==> src/rtl/core/fst_pkg.sv <==
// Shared types, codes and the length/conversion table of the format string tokenizer.
// Used by every module of the block; depends on nothing.
package fst_pkg;

   localparam logic [2:0] KIND_LIT  = 3'd0;
   localparam logic [2:0] KIND_DIR  = 3'd1;
   localparam logic [2:0] KIND_SPEC = 3'd2;
   localparam logic [2:0] KIND_ERR  = 3'd3;
   localparam logic [2:0] KIND_END  = 3'd4;

   localparam logic [3:0] M_LIT = 4'd0;
   localparam logic [3:0] M_BSL = 4'd1;
   localparam logic [3:0] M_DOL = 4'd2;
   localparam logic [3:0] M_PCT = 4'd3;
   localparam logic [3:0] M_FLG = 4'd4;
   localparam logic [3:0] M_WID = 4'd5;
   localparam logic [3:0] M_WOV = 4'd6;
   localparam logic [3:0] M_AFW = 4'd7;
   localparam logic [3:0] M_DOT = 4'd8;
   localparam logic [3:0] M_PRC = 4'd9;
   localparam logic [3:0] M_LEN = 4'd10;
   localparam logic [3:0] M_ERR = 4'd11;

   localparam logic [1:0] PS_NONE = 2'd0;
   localparam logic [1:0] PS_GIVEN = 2'd1;
   localparam logic [1:0] PS_STAR = 2'd2;
   localparam logic [1:0] PS_OVF = 2'd3;

   // Table codes: length prefixes below PX_UNUSED, argument classes from AC_PTR up.
   localparam logic [4:0] PX_NONE = 5'd0;
   localparam logic [4:0] PX_L = 5'd1;
   localparam logic [4:0] PX_LL = 5'd2;
   localparam logic [4:0] PX_H = 5'd3;
   localparam logic [4:0] PX_HH = 5'd4;
   localparam logic [4:0] PX_BIGL = 5'd5;
   localparam logic [4:0] PX_ZT = 5'd6;
   localparam logic [4:0] PX_J = 5'd7;
   localparam logic [4:0] PX_UNUSED = 5'd8;
   localparam logic [4:0] AC_PTR = 5'd9;
   localparam logic [4:0] AC_INT = 5'd10;
   localparam logic [4:0] AC_UINT = 5'd11;
   localparam logic [4:0] AC_ULLONG = 5'd12;
   localparam logic [4:0] AC_LONG = 5'd13;
   localparam logic [4:0] AC_ULONG = 5'd14;
   localparam logic [4:0] AC_SHORT = 5'd15;
   localparam logic [4:0] AC_USHORT = 5'd16;
   localparam logic [4:0] AC_CHAR = 5'd17;
   localparam logic [4:0] AC_UCHAR = 5'd18;
   localparam logic [4:0] AC_LLONG = 5'd19;
   localparam logic [4:0] AC_SIZET = 5'd20;
   localparam logic [4:0] AC_IMAX = 5'd21;
   localparam logic [4:0] AC_UMAX = 5'd22;
   localparam logic [4:0] AC_PDIFF = 5'd23;
   localparam logic [4:0] AC_UIPTR = 5'd24;
   localparam logic [4:0] AC_DBL = 5'd25;
   localparam logic [4:0] AC_LDBL = 5'd26;
   localparam logic [4:0] AC_NOARG = 5'd27;

   typedef struct packed {
      logic [2:0]  kind;
      logic [7:0]  char_out;
      logic [1:0]  directive;
      logic [5:0]  flag_bits;
      logic [30:0] width;
      logic        width_from_arg;
      logic [30:0] precision;
      logic [1:0]  precision_mode;
      logic [2:0]  length_prefix;
      logic [4:0]  arg_class;
      logic        last;
   } result_type;

   // All results caused by one input byte.
   typedef struct packed {
      logic [1:0]      count;
      result_type [2:0] res;
   } bundle_type;

   function automatic result_type mk_res(input logic [2:0] kind, input logic [7:0] ch,
                                         input logic [1:0] dir);
      result_type r;
      r = '0;
      r.kind = kind;
      r.char_out = ch;
      r.directive = dir;
      return r;
   endfunction

   function automatic logic is_int_conv(input logic [7:0] c);
      return c == "d" || c == "i" || c == "o" || c == "u" || c == "x" || c == "X";
   endfunction

   function automatic logic is_flt_conv(input logic [7:0] c);
      return c == "e" || c == "f" || c == "g" || c == "a" ||
             c == "E" || c == "F" || c == "G" || c == "A";
   endfunction

   // Next table entry for a length state and a character.
   function automatic logic [4:0] len_lookup(input logic [2:0] prev, input logic [7:0] c);
      logic [4:0] r;
      r = PX_NONE;
      case (prev)
         3'd0: begin
            if (c == "d" || c == "i" || c == "c") r = AC_INT;
            else if (c == "o" || c == "u" || c == "x" || c == "X" || c == "C") r = AC_UINT;
            else if (is_flt_conv(c)) r = AC_DBL;
            else if (c == "s" || c == "S" || c == "n") r = AC_PTR;
            else if (c == "p") r = AC_UIPTR;
            else if (c == "m") r = AC_NOARG;
            else if (c == "l") r = PX_L;
            else if (c == "h") r = PX_H;
            else if (c == "L") r = PX_BIGL;
            else if (c == "z" || c == "t") r = PX_ZT;
            else if (c == "j") r = PX_J;
         end
         3'd1: begin
            if (c == "d" || c == "i") r = AC_LONG;
            else if (c == "o" || c == "u" || c == "x" || c == "X") r = AC_ULONG;
            else if (is_flt_conv(c)) r = AC_DBL;
            else if (c == "c") r = AC_UINT;
            else if (c == "s" || c == "n") r = AC_PTR;
            else if (c == "l") r = PX_LL;
         end
         3'd2: begin
            if (c == "d" || c == "i") r = AC_LLONG;
            else if (c == "o" || c == "u" || c == "x" || c == "X") r = AC_ULLONG;
            else if (c == "n") r = AC_PTR;
         end
         3'd3: begin
            if (c == "d" || c == "i") r = AC_SHORT;
            else if (c == "o" || c == "u" || c == "x" || c == "X") r = AC_USHORT;
            else if (c == "n") r = AC_PTR;
            else if (c == "h") r = PX_HH;
         end
         3'd4: begin
            if (c == "d" || c == "i") r = AC_CHAR;
            else if (c == "o" || c == "u" || c == "x" || c == "X") r = AC_UCHAR;
            else if (c == "n") r = AC_PTR;
         end
         3'd5: begin
            if (is_flt_conv(c)) r = AC_LDBL;
            else if (c == "n") r = AC_PTR;
         end
         3'd6: begin
            if (c == "d" || c == "i") r = AC_PDIFF;
            else if (c == "o" || c == "u" || c == "x" || c == "X") r = AC_SIZET;
            else if (c == "n") r = AC_PTR;
         end
         3'd7: begin
            if (c == "d" || c == "i") r = AC_IMAX;
            else if (c == "o" || c == "u" || c == "x" || c == "X") r = AC_UMAX;
            else if (c == "n") r = AC_PTR;
         end
         default: r = PX_NONE;
      endcase
      return r;
   endfunction

endpackage

==> src/rtl/core/fst_front.sv <==
// Front end of the format string tokenizer: takes one byte per beat and turns it
// into a bundle of up to three results. Depends on fst_pkg.
module fst_front (
   input  logic              clock,
   input  logic              reset,
   input  logic              accept,
   input  logic [7:0]        char_in,
   output logic              bundle_push,
   output fst_pkg::bundle_type bundle
);
   import fst_pkg::*;

   logic [3:0]  mode_ff, mode_in;
   logic [7:0]  pend_ff, pend_in;
   logic [1:0]  pcount_ff, pcount_in;
   logic [5:0]  flag_ff, flag_in;
   logic [30:0] width_ff, width_in;
   logic        star_ff, star_in;
   logic [30:0] prec_ff, prec_in;
   logic [1:0]  pstate_ff, pstate_in;
   logic [2:0]  lstate_ff, lstate_in;

   result_type  res_c [3];
   logic [1:0]  n_c;
   logic [3:0]  m_c;
   logic        done_c;
   logic        clr_c;
   logic        digit;
   logic [34:0] wsum, psum;
   logic        wovf, povf;
   logic [4:0]  st;
   logic [7:0]  conv;
   logic [5:0]  fl;

   assign digit = char_in >= "0" && char_in <= "9";
   assign wsum = ({4'b0, width_ff} << 3) + ({4'b0, width_ff} << 1) + {31'b0, char_in[3:0]};
   assign psum = ({4'b0, prec_ff} << 3) + ({4'b0, prec_ff} << 1) + {31'b0, char_in[3:0]};
   assign wovf = |wsum[34:31];
   assign povf = |psum[34:31];
   assign st = len_lookup(lstate_ff, char_in);

   always_comb begin
      conv = char_in;
      if (lstate_ff != 3'd0 && conv[3:0] == 4'd3) conv[5] = 1'b0;
      fl = flag_ff;
      if (fl[2]) fl[1] = 1'b0;
   end

   always_comb begin
      mode_in = mode_ff;
      pend_in = pend_ff;
      pcount_in = pcount_ff;
      flag_in = flag_ff;
      width_in = width_ff;
      star_in = star_ff;
      prec_in = prec_ff;
      pstate_in = pstate_ff;
      lstate_in = lstate_ff;
      for (int i = 0; i < 3; i++) res_c[i] = '0;
      n_c = 2'd0;
      m_c = mode_ff;
      done_c = 1'b0;
      clr_c = 1'b0;

      // A byte that is scanned again as fresh literal input is marked by done_c low
      // with m_c set to M_LIT.
      case (mode_ff)
         M_LIT: m_c = M_LIT;
         M_BSL: begin
            mode_in = M_LIT;
            if (char_in == "$") begin
               res_c[n_c] = mk_res(KIND_LIT, "$", 2'd0);
               n_c = n_c + 2'd1;
               done_c = 1'b1;
            end else begin
               res_c[n_c] = mk_res(KIND_LIT, "\\", 2'd0);
               n_c = n_c + 2'd1;
               m_c = M_LIT;
            end
         end
         M_DOL: begin
            if (pcount_ff < 2'd2) begin
               if (char_in == "f" || char_in == "b" || char_in == "s" || char_in == "a") begin
                  pend_in = char_in;
                  pcount_in = 2'd2;
                  done_c = 1'b1;
               end else begin
                  pcount_in = 2'd0;
                  mode_in = M_LIT;
                  res_c[n_c] = mk_res(KIND_LIT, "$", 2'd0);
                  n_c = n_c + 2'd1;
                  m_c = M_LIT;
               end
            end else begin
               pcount_in = 2'd0;
               mode_in = M_LIT;
               done_c = 1'b1;
               if (pend_ff == "f" && char_in == "g") begin
                  res_c[n_c] = mk_res(KIND_DIR, 8'd0, 2'd0);
                  n_c = n_c + 2'd1;
               end else if (pend_ff == "b" && char_in == "g") begin
                  res_c[n_c] = mk_res(KIND_DIR, 8'd0, 2'd1);
                  n_c = n_c + 2'd1;
               end else if (pend_ff == "s" && char_in == "p") begin
                  res_c[n_c] = mk_res(KIND_DIR, 8'd0, 2'd2);
                  n_c = n_c + 2'd1;
               end else if (pend_ff == "a" && char_in == "n") begin
                  res_c[n_c] = mk_res(KIND_DIR, 8'd0, 2'd3);
                  n_c = n_c + 2'd1;
               end else begin
                  // The held letter is always a plain literal.
                  res_c[n_c] = mk_res(KIND_LIT, "$", 2'd0);
                  n_c = n_c + 2'd1;
                  res_c[n_c] = mk_res(KIND_LIT, pend_ff, 2'd0);
                  n_c = n_c + 2'd1;
                  done_c = 1'b0;
                  m_c = M_LIT;
               end
            end
         end
         M_ERR: begin
            done_c = 1'b1;
            if (char_in == 8'd0) begin
               res_c[n_c] = mk_res(KIND_END, 8'd0, 2'd0);
               n_c = n_c + 2'd1;
               mode_in = M_LIT;
            end
         end
         M_PCT, M_FLG, M_WID, M_WOV, M_AFW, M_DOT, M_PRC, M_LEN: begin
            if (m_c == M_PCT && char_in == "%") begin
               res_c[n_c] = mk_res(KIND_LIT, "%", 2'd0);
               n_c = n_c + 2'd1;
               mode_in = M_LIT;
               done_c = 1'b1;
            end else if (m_c <= M_FLG) begin
               done_c = 1'b1;
               if (char_in == "#") begin
                  flag_in[0] = 1'b1; mode_in = M_FLG;
               end else if (char_in == "0") begin
                  flag_in[1] = 1'b1; mode_in = M_FLG;
               end else if (char_in == "-") begin
                  flag_in[2] = 1'b1; mode_in = M_FLG;
               end else if (char_in == " ") begin
                  flag_in[3] = 1'b1; mode_in = M_FLG;
               end else if (char_in == "+") begin
                  flag_in[4] = 1'b1; mode_in = M_FLG;
               end else if (char_in == "'") begin
                  flag_in[5] = 1'b1; mode_in = M_FLG;
               end else if (char_in == "*") begin
                  star_in = 1'b1; mode_in = M_AFW;
               end else if (char_in >= "1" && char_in <= "9") begin
                  width_in = {27'd0, char_in[3:0]}; mode_in = M_WID;
               end else begin
                  done_c = 1'b0;
                  m_c = M_AFW;
               end
            end else if (m_c == M_WID) begin
               if (digit) begin
                  done_c = 1'b1;
                  if (wovf) mode_in = M_WOV;
                  else width_in = wsum[30:0];
               end else begin
                  m_c = M_AFW;
               end
            end else if (m_c == M_WOV) begin
               done_c = 1'b1;
               if (!digit) begin
                  res_c[n_c] = mk_res(KIND_ERR, 8'd0, 2'd0);
                  n_c = n_c + 2'd1;
                  clr_c = 1'b1;
                  if (char_in == 8'd0) begin
                     res_c[n_c] = mk_res(KIND_END, 8'd0, 2'd0);
                     n_c = n_c + 2'd1;
                     mode_in = M_LIT;
                  end else begin
                     mode_in = M_ERR;
                  end
               end
            end
            if (!done_c && m_c == M_AFW) begin
               if (char_in == ".") begin
                  pstate_in = PS_GIVEN; prec_in = '0; mode_in = M_DOT; done_c = 1'b1;
               end else begin
                  m_c = M_LEN;
               end
            end
            if (!done_c && m_c == M_DOT) begin
               if (char_in == "*") begin
                  pstate_in = PS_STAR; mode_in = M_LEN; done_c = 1'b1;
               end else begin
                  m_c = M_PRC;
               end
            end
            if (!done_c && m_c == M_PRC && digit) begin
               done_c = 1'b1;
               mode_in = M_PRC;
               if (pstate_ff == PS_GIVEN) begin
                  if (povf) begin
                     pstate_in = PS_OVF; prec_in = '0;
                  end else begin
                     prec_in = psum[30:0];
                  end
               end
            end
            if (!done_c) begin
               // Length prefix or conversion character.
               done_c = 1'b1;
               if (char_in < "A" || char_in > "z" || st == PX_NONE || st == PX_UNUSED ||
                   (st > PX_UNUSED && pstate_ff == PS_OVF &&
                    (is_int_conv(conv) || is_flt_conv(conv)))) begin
                  res_c[n_c] = mk_res(KIND_ERR, 8'd0, 2'd0);
                  n_c = n_c + 2'd1;
                  clr_c = 1'b1;
                  if (char_in == 8'd0) begin
                     res_c[n_c] = mk_res(KIND_END, 8'd0, 2'd0);
                     n_c = n_c + 2'd1;
                     mode_in = M_LIT;
                  end else begin
                     mode_in = M_ERR;
                  end
               end else if (st < PX_UNUSED) begin
                  lstate_in = st[2:0];
                  mode_in = M_LEN;
               end else begin
                  res_c[n_c] = mk_res(KIND_SPEC, conv, 2'd0);
                  res_c[n_c].flag_bits = fl;
                  res_c[n_c].width = star_ff ? '0 : width_ff;
                  res_c[n_c].width_from_arg = star_ff;
                  res_c[n_c].precision = (pstate_ff == PS_GIVEN) ? prec_ff : '0;
                  res_c[n_c].precision_mode = pstate_ff;
                  res_c[n_c].length_prefix = lstate_ff;
                  res_c[n_c].arg_class = st - AC_PTR;
                  n_c = n_c + 2'd1;
                  clr_c = 1'b1;
                  mode_in = M_LIT;
               end
            end
         end
         default: begin
            mode_in = M_LIT;
            m_c = M_LIT;
         end
      endcase

      // Fresh literal scan of the current byte.
      if (!done_c && m_c == M_LIT) begin
         if (char_in == 8'd0) begin
            res_c[n_c] = mk_res(KIND_END, 8'd0, 2'd0);
            n_c = n_c + 2'd1;
            mode_in = M_LIT;
         end else if (char_in == "%") begin
            clr_c = 1'b1;
            mode_in = M_PCT;
         end else if (char_in == "\\") begin
            mode_in = M_BSL;
         end else if (char_in == "$") begin
            pcount_in = 2'd1;
            mode_in = M_DOL;
         end else begin
            res_c[n_c] = mk_res(KIND_LIT, char_in, 2'd0);
            n_c = n_c + 2'd1;
         end
      end

      if (clr_c) begin
         flag_in = '0;
         width_in = '0;
         star_in = 1'b0;
         prec_in = '0;
         pstate_in = PS_NONE;
         lstate_in = 3'd0;
      end

      if (n_c != 2'd0) res_c[n_c - 2'd1].last = 1'b1;
   end

   always_comb begin
      bundle.count = n_c;
      bundle.res[0] = res_c[0];
      bundle.res[1] = res_c[1];
      bundle.res[2] = res_c[2];
   end

   assign bundle_push = accept && (n_c != 2'd0);

   always_ff @(posedge clock) begin
      if (reset) begin
         mode_ff <= M_LIT;
         pend_ff <= '0;
         pcount_ff <= '0;
         flag_ff <= '0;
         width_ff <= '0;
         star_ff <= 1'b0;
         prec_ff <= '0;
         pstate_ff <= PS_NONE;
         lstate_ff <= '0;
      end else if (accept) begin
         mode_ff <= mode_in;
         pend_ff <= pend_in;
         pcount_ff <= pcount_in;
         flag_ff <= flag_in;
         width_ff <= width_in;
         star_ff <= star_in;
         prec_ff <= prec_in;
         pstate_ff <= pstate_in;
         lstate_ff <= lstate_in;
      end
   end

endmodule

==> src/rtl/core/fst_queue.sv <==
// Two-entry queue of result bundles between the front and back ends.
// Depends on fst_pkg.
module fst_queue (
   input  logic              clock,
   input  logic              reset,
   input  logic              push_in,
   input  fst_pkg::bundle_type data_in,
   output logic              q_full,
   input  logic              pop_in,
   output logic              q_valid,
   output fst_pkg::bundle_type head,
   output logic [1:0]        q_count
);
   import fst_pkg::*;

   bundle_type entry_ff [2];
   logic       wr_ff, rd_ff;
   logic [1:0] count_ff;
   logic       do_push, do_pop;

   assign q_full = count_ff == 2'd2;
   assign q_valid = count_ff != 2'd0;
   assign head = entry_ff[rd_ff];
   assign q_count = count_ff;
   assign do_push = push_in && !q_full;
   assign do_pop = pop_in && q_valid;

   always_ff @(posedge clock) begin
      if (do_push) entry_ff[wr_ff] <= data_in;
   end

   always_ff @(posedge clock) begin
      if (reset) begin
         wr_ff <= 1'b0;
         rd_ff <= 1'b0;
         count_ff <= 2'd0;
      end else begin
         if (do_push) wr_ff <= !wr_ff;
         if (do_pop) rd_ff <= !rd_ff;
         count_ff <= count_ff + {1'b0, do_push} - {1'b0, do_pop};
      end
   end

endmodule

==> src/rtl/core/fst_back.sv <==
// Back end of the format string tokenizer: holds one bundle in an output register
// and hands its results out one beat at a time. Depends on fst_pkg.
module fst_back (
   input  logic              clock,
   input  logic              reset,
   input  logic              q_valid,
   input  fst_pkg::bundle_type head,
   output logic              q_pop,
   input  logic              pop,
   output logic              empty,
   output fst_pkg::result_type result
);
   import fst_pkg::*;

   bundle_type cur_ff;
   logic       valid_ff, valid_in;
   logic [1:0] idx_ff, idx_in;
   logic       take, at_end, load;

   assign empty = !valid_ff;
   assign result = cur_ff.res[idx_ff];
   assign take = pop && valid_ff;
   assign at_end = idx_ff == cur_ff.count - 2'd1;
   assign load = q_valid && (!valid_ff || (take && at_end));
   assign q_pop = load;

   always_comb begin
      valid_in = valid_ff;
      idx_in = idx_ff;
      if (load) begin
         valid_in = 1'b1;
         idx_in = 2'd0;
      end else if (take) begin
         if (at_end) valid_in = 1'b0;
         else idx_in = idx_ff + 2'd1;
      end
   end

   always_ff @(posedge clock) begin
      if (load) cur_ff <= head;
   end

   always_ff @(posedge clock) begin
      if (reset) begin
         valid_ff <= 1'b0;
         idx_ff <= 2'd0;
      end else begin
         valid_ff <= valid_in;
         idx_ff <= idx_in;
      end
   end

endmodule

==> src/rtl/core/format_string_tokenizer_unit.sv <==
// Top level of the format string tokenizer: front end, bundle queue and back end.
// Depends on fst_pkg, fst_front, fst_queue and fst_back.
//
// The block takes a zero-terminated format string one byte per beat and gives
// literal, directive, conversion spec, error and end results.
// Input channel: a byte on req_char_in is taken at a clock edge where push is
// high and full is low. Result channel: while empty is low the oldest result
// sits on the rsp_ ports and is taken at an edge where pop is high.
// One byte gives zero to three results; rsp_last marks the final one of a byte.
// The front end handles a byte in the cycle it is taken and writes its results
// as one bundle into a two-entry queue. The back end copies a bundle into its
// output register and hands out one result per cycle while pop is high.
// A result reaches the rsp_ ports through the queue and then the output register.
// Throughput: one byte per cycle while each byte gives at most one result and pop
// stays high; in general the output port, one result per cycle, sets the rate.
// When the receiver stalls, the queue fills and full rises after two more
// bundles; bytes that give no result are taken even then until the queue
// is full. Reset empties the queue and output and returns parsing to the
// literal scan with no spec in progress.
module format_string_tokenizer_unit (
   input  logic        clock,
   input  logic        reset,
   input  logic        push,
   output logic        full,
   input  logic [7:0]  req_char_in,
   output logic        empty,
   input  logic        pop,
   output logic [2:0]  rsp_kind,
   output logic [7:0]  rsp_char_out,
   output logic [1:0]  rsp_directive,
   output logic [5:0]  rsp_flag_bits,
   output logic [30:0] rsp_width,
   output logic        rsp_width_from_arg,
   output logic [30:0] rsp_precision,
   output logic [1:0]  rsp_precision_mode,
   output logic [2:0]  rsp_length_prefix,
   output logic [4:0]  rsp_arg_class,
   output logic        rsp_last
);
   import fst_pkg::*;

   bundle_type bundle, head;
   result_type result;
   logic       accept, bundle_push, q_full, q_valid, q_pop;
   logic [1:0] q_count;

   // A byte is refused whenever the queue is full, also one that gives no result.
   assign full = q_full;
   assign accept = push && !q_full;

   fst_front u_front (
      .clock       (clock),
      .reset       (reset),
      .accept      (accept),
      .char_in     (req_char_in),
      .bundle_push (bundle_push),
      .bundle      (bundle)
   );

   fst_queue u_queue (
      .clock   (clock),
      .reset   (reset),
      .push_in (bundle_push),
      .data_in (bundle),
      .q_full  (q_full),
      .pop_in  (q_pop),
      .q_valid (q_valid),
      .head    (head),
      .q_count (q_count)
   );

   fst_back u_back (
      .clock   (clock),
      .reset   (reset),
      .q_valid (q_valid),
      .head    (head),
      .q_pop   (q_pop),
      .pop     (pop),
      .empty   (empty),
      .result  (result)
   );

   assign rsp_kind = result.kind;
   assign rsp_char_out = result.char_out;
   assign rsp_directive = result.directive;
   assign rsp_flag_bits = result.flag_bits;
   assign rsp_width = result.width;
   assign rsp_width_from_arg = result.width_from_arg;
   assign rsp_precision = result.precision;
   assign rsp_precision_mode = result.precision_mode;
   assign rsp_length_prefix = result.length_prefix;
   assign rsp_arg_class = result.arg_class;
   assign rsp_last = result.last;

   // The queue never holds more than its two entries.
   assert property (@(posedge clock) disable iff (reset) q_count != 2'd3)
      else $error("bundle queue count out of range");

   // An end result always closes the results of its byte.
   assert property (@(posedge clock) disable iff (reset)
                    (!empty && rsp_kind == KIND_END) |-> rsp_last)
      else $error("end result not marked last");

   // Only a conversion spec carries spec fields.
   assert property (@(posedge clock) disable iff (reset)
                    (!empty && rsp_kind != KIND_SPEC) |->
                    (rsp_flag_bits == 6'd0 && rsp_width == 31'd0 && rsp_arg_class == 5'd0))
      else $error("spec fields set on a non-spec result");

   // Nothing is offered in the cycle after reset.
   assert property (@(posedge clock) $past(reset) |-> empty)
      else $error("result offered right after reset");

endmodule

==> config.mk <==
export PLATFORM = sky130hd
export DESIGN_NAME = format_string_tokenizer_unit
export DESIGN_NICKNAME = d
export VERILOG_FILES = /design/src/rtl/core/fst_pkg.sv /design/src/rtl/core/fst_front.sv /design/src/rtl/core/fst_queue.sv /design/src/rtl/core/fst_back.sv /design/src/rtl/core/format_string_tokenizer_unit.sv
export SDC_FILE = /design/constraint.sdc
export NUM_CORES = 1
export LEC_CHECK = 0
export BUFFER_PORTS_ARGS = -buffer_cell sky130_fd_sc_hd__buf_2
export CORE_ASPECT_RATIO = 0.75
export CORE_UTILIZATION = 50
export CTS_BUF_LIST = sky130_fd_sc_hd__clkbuf_8
export CTS_CLUSTER_DIAMETER = 60
export DETAILED_ROUTE_END_ITERATION = 8
export GPL_ROUTABILITY_DRIVEN = 0
export PLACE_DENSITY = 0.73
export SLEW_MARGIN = 20
export SYNTH_ARGS = -nofsm -noshare
export SYNTH_HDL_FRONTEND = slang
export SYNTH_SLANG_ARGS = --single-unit
==> constraint.sdc <==
create_clock -name clock -period 16.3 [get_ports clock]
set_input_delay 0.815 -clock clock [delete_from_list [all_inputs] [get_ports clock]]
set_output_delay 0.815 -clock clock [all_outputs]
set_load 0.1 [all_outputs]
Yosys cells after proc, flatten, opt, wreduce, memory -nomap -nowiden

Memories as Yosys holds them, arrays and structs flattened. A register that Yosys moved wholly into a read port is not among the register bits.
Cells that the tools add are included.

Register bits after elaboration: 95
RAM bits: 562
Output and inout port bits: 95
Memories: 1

Memory list:

| name             | depth | width | rd ports | clocked after memory_dff | wr ports | RTL line        | text |
|---|---|---|---|---|---|---|---|
| u_queue.entry_ff | 2     | 281   | 1        | 1                        | 1        | fst_queue.sv:16 | `bundle_type entry_ff [2];` |

Add/sub/neg operators: 13
$lt $le $gt $ge: 18
Equal/unequal tests: 102
Muxes and demuxes: 304
Bitwise logic cells: 14
Reductions and logical operators: 112

Operators with widths:

| cell               | count |
|---|---|
| $bwmux 279         | 10 |
| $mux 279           | 10 |
| $demux 93 s2       | 11 |
| $mux 93            | 18 |
| $mux 31            | 24 |
| $mux 186           | 3 |
| $and 276x276->276  | 2 |
| $not 276->276      | 2 |
| $eq 8x7->1 const B | 47 |
| $pmux 93 s4        | 1 |
| $and 273x273->273  | 1 |
| $not 273->273      | 1 |
| $mux 4             | 59 |
| $bmux 93 s2        | 1 |
| $pmux 93 s2        | 1 |
| $mux 185           | 1 |
| $mux 5             | 28 |
| $mux 91            | 1 |
| $mux 90            | 1 |
| $mux 89            | 1 |
| $mux 88            | 1 |
| $eq 8x6->1 const B | 10 |
| $mux 2             | 40 |
| $mux 80            | 1 |
| other kinds (70)   | 288 |

Depth between registers and ports, before layout

Gate-level depths: netlist (run 1).

Word-level depth: 42
Depth in mapped cells: 25
Gate-level depth less buffers: 21

Cells and area by module

A second synthesis (run 1) with hierarchy kept.

Cells, all modules: 3103
Area total of the unflattened synthesis: 42684.7 um^2

Modules (own cells, without submodules):

| module                       | times used | cells an instance | area an instance (um^2) | seq. area each (um^2) |
|---|---|---|---|---|
| fst_queue                    | 1          | 901               | 20856.3                 | 16976.3 |
| fst_front                    | 1          | 1583              | 11234.5                 | 1741.7 |
| fst_back                     | 1          | 618               | 10580.1                 | 8498.2 |
| format_string_tokenizer_unit | 1          | 1                 | 13.8                    | 0.0 |

Least setup slack after synthesis (run 1)

OpenSTA, ideal clock, no wires.

Path type: input port to flip-flop
Start point: input req_char_in[6]
End point: memory u_queue.entry_ff[0][0] (netlist name) (enable)
Setup time: 0.953 ns
Arrival: 16.430 ns
Required time: 15.347 ns
Setup slack: -1.083 ns
Stages: 21
Path buffers: 3
Cells stage by stage: buf_2 -> and3b_1 -> clkbuf_1 -> o2111a_1 -> nor4_1 -> and2_1 -> o311a_1 -> a31oi_1 -> inv_1 -> ha_1 -> inv_1 -> a41oi_1 -> nand3_1 -> a41oi_2 -> buf_4 -> a21o_4 -> inv_2 -> ha_1 -> nor3_1 -> a221oi_4 -> nor2b_1

Longest elaborated chain between the ends: 39

Ends and longest elaborated chain:

| item                                     | RTL line                           | text |
|---|---|---|
| start: declaration                       | format_string_tokenizer_unit.sv:25 | `input logic [7:0] req_char_in,` |
| $ge 8x6->1 or $le 8x6->1 (tied branches) | fst_front.sv:151, fst_front.sv:35  |  |
| $logic_and 1x1->1                        | fst_front.sv:151                   | `end else if (char_in >= "1" && char_in <= "9") begin` |
| $mux 4 or $mux 1 (tied branches)         | fst_front.sv:151                   |  |
| $mux 4 or $mux 1 (tied branches)         | fst_front.sv:149                   | `end else if (char_in == "*") begin` |
| $mux 4 or $mux 1 (tied branches)         | fst_front.sv:147                   | `end else if (char_in == "'") begin` |
| $mux 4 or $mux 1 (tied branches)         | fst_front.sv:145                   | `end else if (char_in == "+") begin` |
| $mux 4 or $mux 1 (tied branches)         | fst_front.sv:143                   | `end else if (char_in == " ") begin` |
| $mux 4 or $mux 1 (tied branches)         | fst_front.sv:141                   | `end else if (char_in == "-") begin` |
| [23 not listed]                          | --                                 |  |
| $mux 2                                   | fst_front.sv:251                   | `end else if (char_in == "%") begin` |
| $mux 2                                   | fst_front.sv:247                   | `if (char_in == 8'd0) begin` |
| $mux 2 *                                 | fst_front.sv:246                   | `if (!done_c && m_c == M_LIT) begin` |
| $reduce_bool 2->1 *                      | fst_front.sv:284                   | `assign bundle_push = accept && (n_c != 2'd0);` |
| $logic_and 1x1->1 *                      | fst_front.sv:284                   |  |
| $logic_and 1x1->1 *                      | fst_queue.sv:25                    | `assign do_push = push_in && !q_full;` |
| $mux 1 *                                 | fst_queue.sv:29                    | `if (do_push) entry_ff[wr_ff] <= data_in;` |
| $mux 1 (implied by the code) *           | fst_queue.sv:29                    |  |
| end: declaration                         | fst_queue.sv:16                    |  |

Mark *: on every way between the ends. The rest lies on a longest branch, timed or not. The select of a mux whose other input is x is not followed.

Worst setup path in the final report (run 1)

Start point: input req_char_in[3]
End point: memory u_queue.entry_ff[0][108] (netlist name) (enable)

Same word-level chain as after synthesis.

==> results.py, run 1 <==
metrics = {
    "synth": {
        "synthCells": 3172,
        "postSynth.asyncResetShare_pct": 0,
        "synth_fp_nets": 3323,
        "ys_warn_count": 0,
        "yosys.area_share.simple_pct": 10.1,
        "ys_ff_latch": 925,
        "synth_cell_types": 103,
        "synth_common_cells": "edfxtp_1 (831), nor2_1 (352), nand2_1 (289)",
        "synth_edf_count": 831,
        "synth.most_common_cell": "edfxtp_1",
        "synth_top_cell_by_area": "edfxtp_1",
        "yosysTopAreaCellShare_pct": 59.2,
        "synth-compound-area-share_pct": 8.20,
        "muxShareOfSynthArea_pct": 10.5,
        "ys_seq_area_share_pct": 63.7,
        "synth_xor_area_share_pct": 1.22,
        "synth-main-ff-cell": "edfxtp_1",
        "syn_area_per_cell_sq_um": 13.3,
        "syn_area_sq_mm": 0.0421,
        "yosys-top-cells-area": "edfxtp_1 (59%), mux2_2 (7.5%), dfxtp_1 (4.5%)",
        "synth_adder_area_share_pct": 4.20,
        "synth_top_family_by_area": "multiplexers",
    },
    "finish": {
        "layout.nets": 3439,
        "fin_area_sq_mm": 0.0463,
        "n_antenna_cell": 0,
        "areaGrowthSynthToFinish_pct": 9.89,
        "drive_above_1_share_pct": 18.8,
    },
    "sta": {
        "slew_viol_final": 0,
        "setup_viol": 0,
        "period_share_pct": 47.1,
        "max_slew.worst_pin.slew_ns": 1.20,
        "relSlewSlack_pct": 19.3,
        "skew_ns": 0.0508,
        "timing.hold.ws_ns": 0.400,
        "hold_viol": 0,
        "grt_setup_unrepaired": "false",
        "layout_min_cycle_time_ns": 7.67,
        "max_freq_mhz": 130,
        "tns_ns": 0,
    },
    "detailed_routing": {
        "wl_per_cell_um": 21.2,
        "routed_wl_um": 95600,
        "drtIter0Drc": 3011,
        "drc_errors": 0,
        "via_per_inst": 5.85,
        "firstDrtPassIters": 6,
        "vias": 26400,
        "ant_nets": 0,
    },
    "cts": {
        "cts-resized-gates": 0,
        "cts_made_buffers": 139,
        "root_buffer": "clkbuf_8",
        "post-cts-setup-buffer-count": 0,
        "clk_pin_slew_worst_paths_ns": 0.06,
        "clockBufferDepth": 3,
        "holdBufCountCts": 0,
        "tritoncts": "yes",
        "clock-sinks": 925,
        "cts.htree.levels": 4,
        "clock_latency_ns": 0.81,
    },
    "die": {
        "die_area_sq_mm": 0.0854,
        "die-width_um": 337,
        "die_y_um": 253,
        "io_pins": 107,
        "row_count": 91,
        "core_sq_mm": 0.0828,
        "initial_core_util_pct": 50.9,
    },
    "hold_path": {
        "hold_class": "in -> reg",
        "timing.hold.worst.start": "pop",
    },
    "setup_path": {
        "end_kind": "register",
        "worstReg2RegStart": "u_front.mode_ff[3]",
        "setup.worst_path.start_class": "primary input",
        "worstPathArrival_ns": 8.07,
        "critPathKind": "in -> reg",
        "reg2regPathDepth": 16,
        "reg2reg_slack_ns": 8.96,
        "cp-startpoint": "req_char_in[3]",
        "cp-endpoint": "u_queue.entry_ff[0][108]",
        "crit-reg2reg-capture": "u_queue.entry_ff[0][108]",
        "required_ns": 16.70,
        "path_max_fanout": 76,
    },
    "grt": {
        "grt_use_total_pct": 22.3,
        "grt_max_degree": 147,
        "grt.overflow.total": 0,
        "grt_pass1_wl_um": 146000,
        "first_global_vias": 25000,
        "antenna_found_initial": 2,
    },
    "placed_design": {
        "hpwlAfterDp_um": 59900,
        "io_buffers": 106,
        "dpl-instance-area_sq_mm": 0.0437,
    },
    "flow_run": {
        "max_cap_viol_count": 0,
    },
    "status": {
        "outcome": "complete, no violations",
    },
    "pwr": {
        "ir_drop_uv": 115,
        "power_density_mw_per_mm2": 154,
        "p_leak_nw": 16.5,
    },
}
-- worst max-delay path, stage by stage --
cell and delay (ns):
buf_2 0.63, and3b_1 0.26, o2111a_1 0.33, nor4_1 0.52, and2_1 0.28, o311a_1 0.20
a31oi_1 0.08, inv_1 0.12, ha_1 0.16, inv_1 0.05, a41oi_1 0.18, nand3_1 0.22
a41oi_2 0.74, a21o_4 0.26, inv_2 0.09, ha_1 0.31, nor3_1 0.11, a221oi_4 0.40
nor2b_4 0.41, buf_4 0.82, buf_4 0.92
-- sequential cells by signal (all words and copies together), names as in the netlist --
signal,flops
u_back.cur_ff,277
u_back.idx_ff,2
u_back.valid_ff,1
u_front.flag_ff,6
u_front.lstate_ff,3
u_front.mode_ff,4
u_front.pcount_ff,1
u_front.pend_ff,8
u_front.prec_ff,31
u_front.pstate_ff,2
u_front.star_ff,1
u_front.width_ff,31
u_queue.entry_ff,554
u_queue.q_count,2
u_queue.rd_ff,1
u_queue.wr_ff,1
-- metrics by stage --
step | utilization (%) | cells | power [mW] | worst slack, ns
final | 55.9 | 4512 | 7.14 | 8.63
after global routing | 55.9 | 4512 | 7.43 | 8.34
after CTS | 55.9 | 4512 | 7.21 | 8.84
after detailed placement | 52.8 | 4263 | 5.43 | 7.99
after global placement | 52.8 | 4263 | 5.41 | 8.09
after floorplan | - | 3172 | 5.14 | 4.29
-- how the worst min path moves through the flow --
stage / endpoint / slack [ns] / cells past startpoint
2_1_floorplan: u_front.flag_ff[5] / 0.44 / 2
3_3_place_gp: u_front.star_ff / 0.43 / 2
3_5_place_dp: u_front.star_ff / 0.45 / 2
4_1_cts: u_back.valid_ff / 0.32 / 4
5_1_grt: u_back.valid_ff / 0.37 / 4
6_report: u_back.valid_ff / 0.40 / 4
-- kinds of logic (layout without fill, tap and decap cells) --
family	Yosys count	after routing
adders and majority gates	139	139
DFF	925	925
buffers and inverters	216	440
muxes	406	406
and+or+nand+nor	911	911
AOI/OAI and AO/OA	517	517
xor gates and xnor gates	58	58
-- layout make-up --
cell class,instances,area [sq um]
fillers,6611,36500
flip-flops and latches,925,26800
multi-input cells,2031,14500
clock buffers,142,1950
well taps,1116,1400
repair buffers,139,791
clock inverters,107,631
inverters,52,195
-- placed cells by master (no fill, tap or decap), drive strengths merged, types with 15 or more instances in the layout --
cell type,Yosys,final
a21o,30,30
nand3,38,38
o211ai,18,18
a31oi,21,21
o21ai,159,159
inv,50,109
ha,135,135
clkinv,2,46
nor2,352,352
edfxtp,831,831
nor2b,23,23
xnor2,38,38
nand4,15,15
dfxtp,94,94
nand2b,22,22
nor3,41,41
buf,43,139
nor4,17,17
mux2,281,281
nand2,289,289
clkbuf,121,142
a211oi,16,16
xor2,20,20
and2,17,17
a22o,34,34
mux2i,125,125
a21oi,107,107
and3,16,16
-- power by group --
part           leakage (nW)  switching, mW  internal [mW]
Combinational          6.15           1.55          0.421
Sequential             8.86          0.132           3.27
Clock                  1.50          0.908          0.863
-- per-layer routing --
metal  share of wire [%]  track usage, %  routed length (um)  vias up
met2                  44            32.6               41900     1036
met3                 8.1            4.71                7750      180
met4                 2.1            6.38                1980        0
li1                    -               -                   -    12200
met5                   0               0                   0        -
met1                  46            33.3               44100    13000
(Power assumes the default switching activity.)
==> inputs of run 2 (changes only) <==
clock period = 7 ns   (was 16.3 ns; I/O delays follow)
==> run 2 against run 1 <==
Global-route usage is 0.58 points higher. Power increased by 130%. Register-to-register slack worse by 7.6 ns. Routed wire length up 2.1%. Critical path depth decreased by 5. Cell count about the same. Worst hold slack lost 0.28 ns. Sequential power rose by 130%. Design area increased by 0.45%. Via count up 0.65%. Combinational power grew 140%.
==> results.py, run 2 (same netlist as run 1, synthesis figures left out) <==
metrics = {
    "hold_path": {
        "hold_class": "in -> reg",
        "whs_endpoint": "u_front.pend_ff[4]",
        "hold_depth": 3,
        "timing.hold.worst.start": "req_char_in[4]",
    },
    "pwr": {
        "p_leak_nw": 16.6,
        "power_density_mw_per_mm2": 358,
        "ir_drop_uv": 289,
        "power_mw": 16.6,
    },
    "grt": {
        "grt.overflow.total": 0,
        "grt_pass1_wl_um": 150000,
        "gr-usage-met2_pct": 33.2,
        "grt_use_total_pct": 22.9,
        "gr-usage-met3_pct": 4.52,
        "antenna_found_initial": 1,
        "grt.met1_usage_pct": 34.9,
        "busiest_layer": "met1",
        "first_global_vias": 25500,
        "grt_max_degree": 179,
    },
    "setup_path": {
        "end_kind": "register",
        "required_ns": 7.41,
        "crit_family": "simple AND/OR/NAND/NOR gates",
        "crit-reg2reg-capture": "u_queue.entry_ff[0][49]",
        "critPathKind": "reg -> reg",
        "setup.worst_path.start_class": "register",
        "crit_buf_inv": 4,
        "reg2regPathDepth": 16,
        "max_stage_delay_ns": 0.74,
        "slowest_stage": "nor3_1",
        "path_depth": 16,
        "worstReg2RegStart": "u_front.mode_ff[3]",
        "path_cells": "inv_1 > ha_1 > nand3b_1 > nor3_1 > or4_1 > o21ai_2 > or4_4 > a41oi_2 > buf_4 > a21o_4 > inv_2 > ha_4 > nor3_4 > a221oi_4 > nor2b_4 > buf_12",
        "reg2reg_slack_ns": 1.38,
        "worstPathArrival_ns": 6.03,
        "path_max_fanout": 102,
    },
    "finish": {
        "layout_commonest_cell": "edfxtp_1",
        "layout_common_cells": "edfxtp_1 (831), nor2_1 (351), nand2_1 (289)",
        "largestRegisters": "u_queue.entry_ff: 554 flops, u_back.cur_ff: 277 flops",
        "nFillCells": 6533,
        "layout.nets": 3448,
        "regMostFlops": "u_queue.entry_ff",
        "areaGrowthSynthToFinish_pct": 10.4,
        "largest_reg_flops": 554,
        "fin_cells": 4513,
        "drive_above_1_share_pct": 19.3,
        "n_antenna_cell": 0,
        "fin_area_sq_mm": 0.0465,
    },
    "die": {
        "initial_core_util_pct": 50.9,
        "die-width_um": 337,
        "die_area_sq_mm": 0.0854,
        "io_pins": 107,
        "die_y_um": 253,
        "row_count": 91,
        "core_sq_mm": 0.0828,
    },
    "cts": {
        "clk_pin_slew_worst_paths_ns": 0.06,
        "cts_made_buffers": 140,
        "clockBufferDepth": 3,
        "cts.htree.levels": 4,
        "post-cts-setup-buffer-count": 0,
        "tritoncts": "yes",
        "clock-sinks": 925,
        "clock_latency_ns": 0.81,
        "root_buffer": "clkbuf_8",
    },
    "status": {
        "outcome": "complete, no violations",
    },
    "sta": {
        "max_freq_mhz": 178,
        "period_share_pct": 80.3,
        "grt_setup_unrepaired": "false",
        "layout_min_cycle_time_ns": 5.62,
        "max_slew.worst_pin.slew_ns": 1.22,
        "skew_ns": 0.0535,
        "relSlewSlack_pct": 18.9,
        "hold_viol": 0,
        "setup_viol": 0,
        "timing.hold.ws_ns": 0.123,
        "slew_viol_final": 0,
    },
    "detailed_routing": {
        "via_per_inst": 5.89,
        "wl_per_cell_um": 21.6,
        "ant_nets": 0,
        "vias": 26600,
        "drtIter0Drc": 3089,
        "drc_errors": 0,
        "firstDrtPassIters": 6,
        "routed_wl_um": 97600,
    },
    "placed_design": {
        "hpwlAfterDp_um": 61500,
        "io_buffers": 106,
        "dpl-instance-area_sq_mm": 0.0439,
        "dp.cells": 4269,
    },
    "flow_run": {
        "max_cap_viol_count": 0,
    },
}
[run 2: report_power, final]
group          switching [mW]  internal (mW)
Clock                    2.10           1.97
Combinational            3.61           1.02
Sequential              0.330           7.60
Total                    6.04           10.6
[run 2: how the worst max path moves through the flow]
stage                  startpoint                        to
3_3_place_gp       req_char_in[3]  u_queue.entry_ff[0][137]
2_1_floorplan      req_char_in[1]    u_queue.entry_ff[0][0]
4_1_cts        u_front.mode_ff[3]   u_queue.entry_ff[0][40]
6_report       u_front.mode_ff[3]   u_queue.entry_ff[0][49]
5_1_grt        u_front.mode_ff[3]   u_queue.entry_ff[0][57]
3_5_place_dp       req_char_in[3]   u_queue.entry_ff[0][57]
[run 2: worst reg2reg max path, cell delays in order (launching register included)]
cell and delay [ns]:
dfxtp_1 0.36, inv_1 0.14, ha_1 0.40, nand3b_1 0.24, nor3_1 0.74, or4_1 0.29, o21ai_2 0.11, or4_4 0.57
a41oi_2 0.17, buf_4 0.23, a21o_4 0.18, inv_2 0.11, ha_4 0.29, nor3_4 0.05, a221oi_4 0.40, nor2b_4 0.40
buf_12 0.47
[run 2: what timing repair did]
action	CTS	global route
hold buffers	1	0
resized for setup	0	0
hold endpoints to repair	2	0
[run 2: cell type report]
class / instances / area (sq um) / area share, %
clock buffer: 144 / 1980 / 4.26
timing repair buffer: 147 / 973 / 2.09
sequential: 925 / 26800 / 57.7
tap: 1116 / 1400 / 3.00
inverter: 52 / 195 / 0.420
clock inverter: 98 / 531 / 1.14
multi-input combinational: 2031 / 14600 / 31.3
[run 2: layer usage]
| layer | share of wire (%) | vias to the layer above |
|---|---|---|
| met5 | 0 | - |
| met4 | 1.8 | 0 |
| met3 | 8.3 | 169 |
| met2 | 43 | 1151 |
| met1 | 47 | 13100 |
| li1 | - | 12200 |
[run 2: through the flow]
stage	setup WS (ns)	TNS (ns)	util, %
after global routing	1.16	0	56.2
after CTS	1.48	0	56.1
final	1.38	0	56.2
after floorplan	-1.16	-427.56	-
after global placement	1.27	0	53.1
after detailed placement	1.15	0	53.1
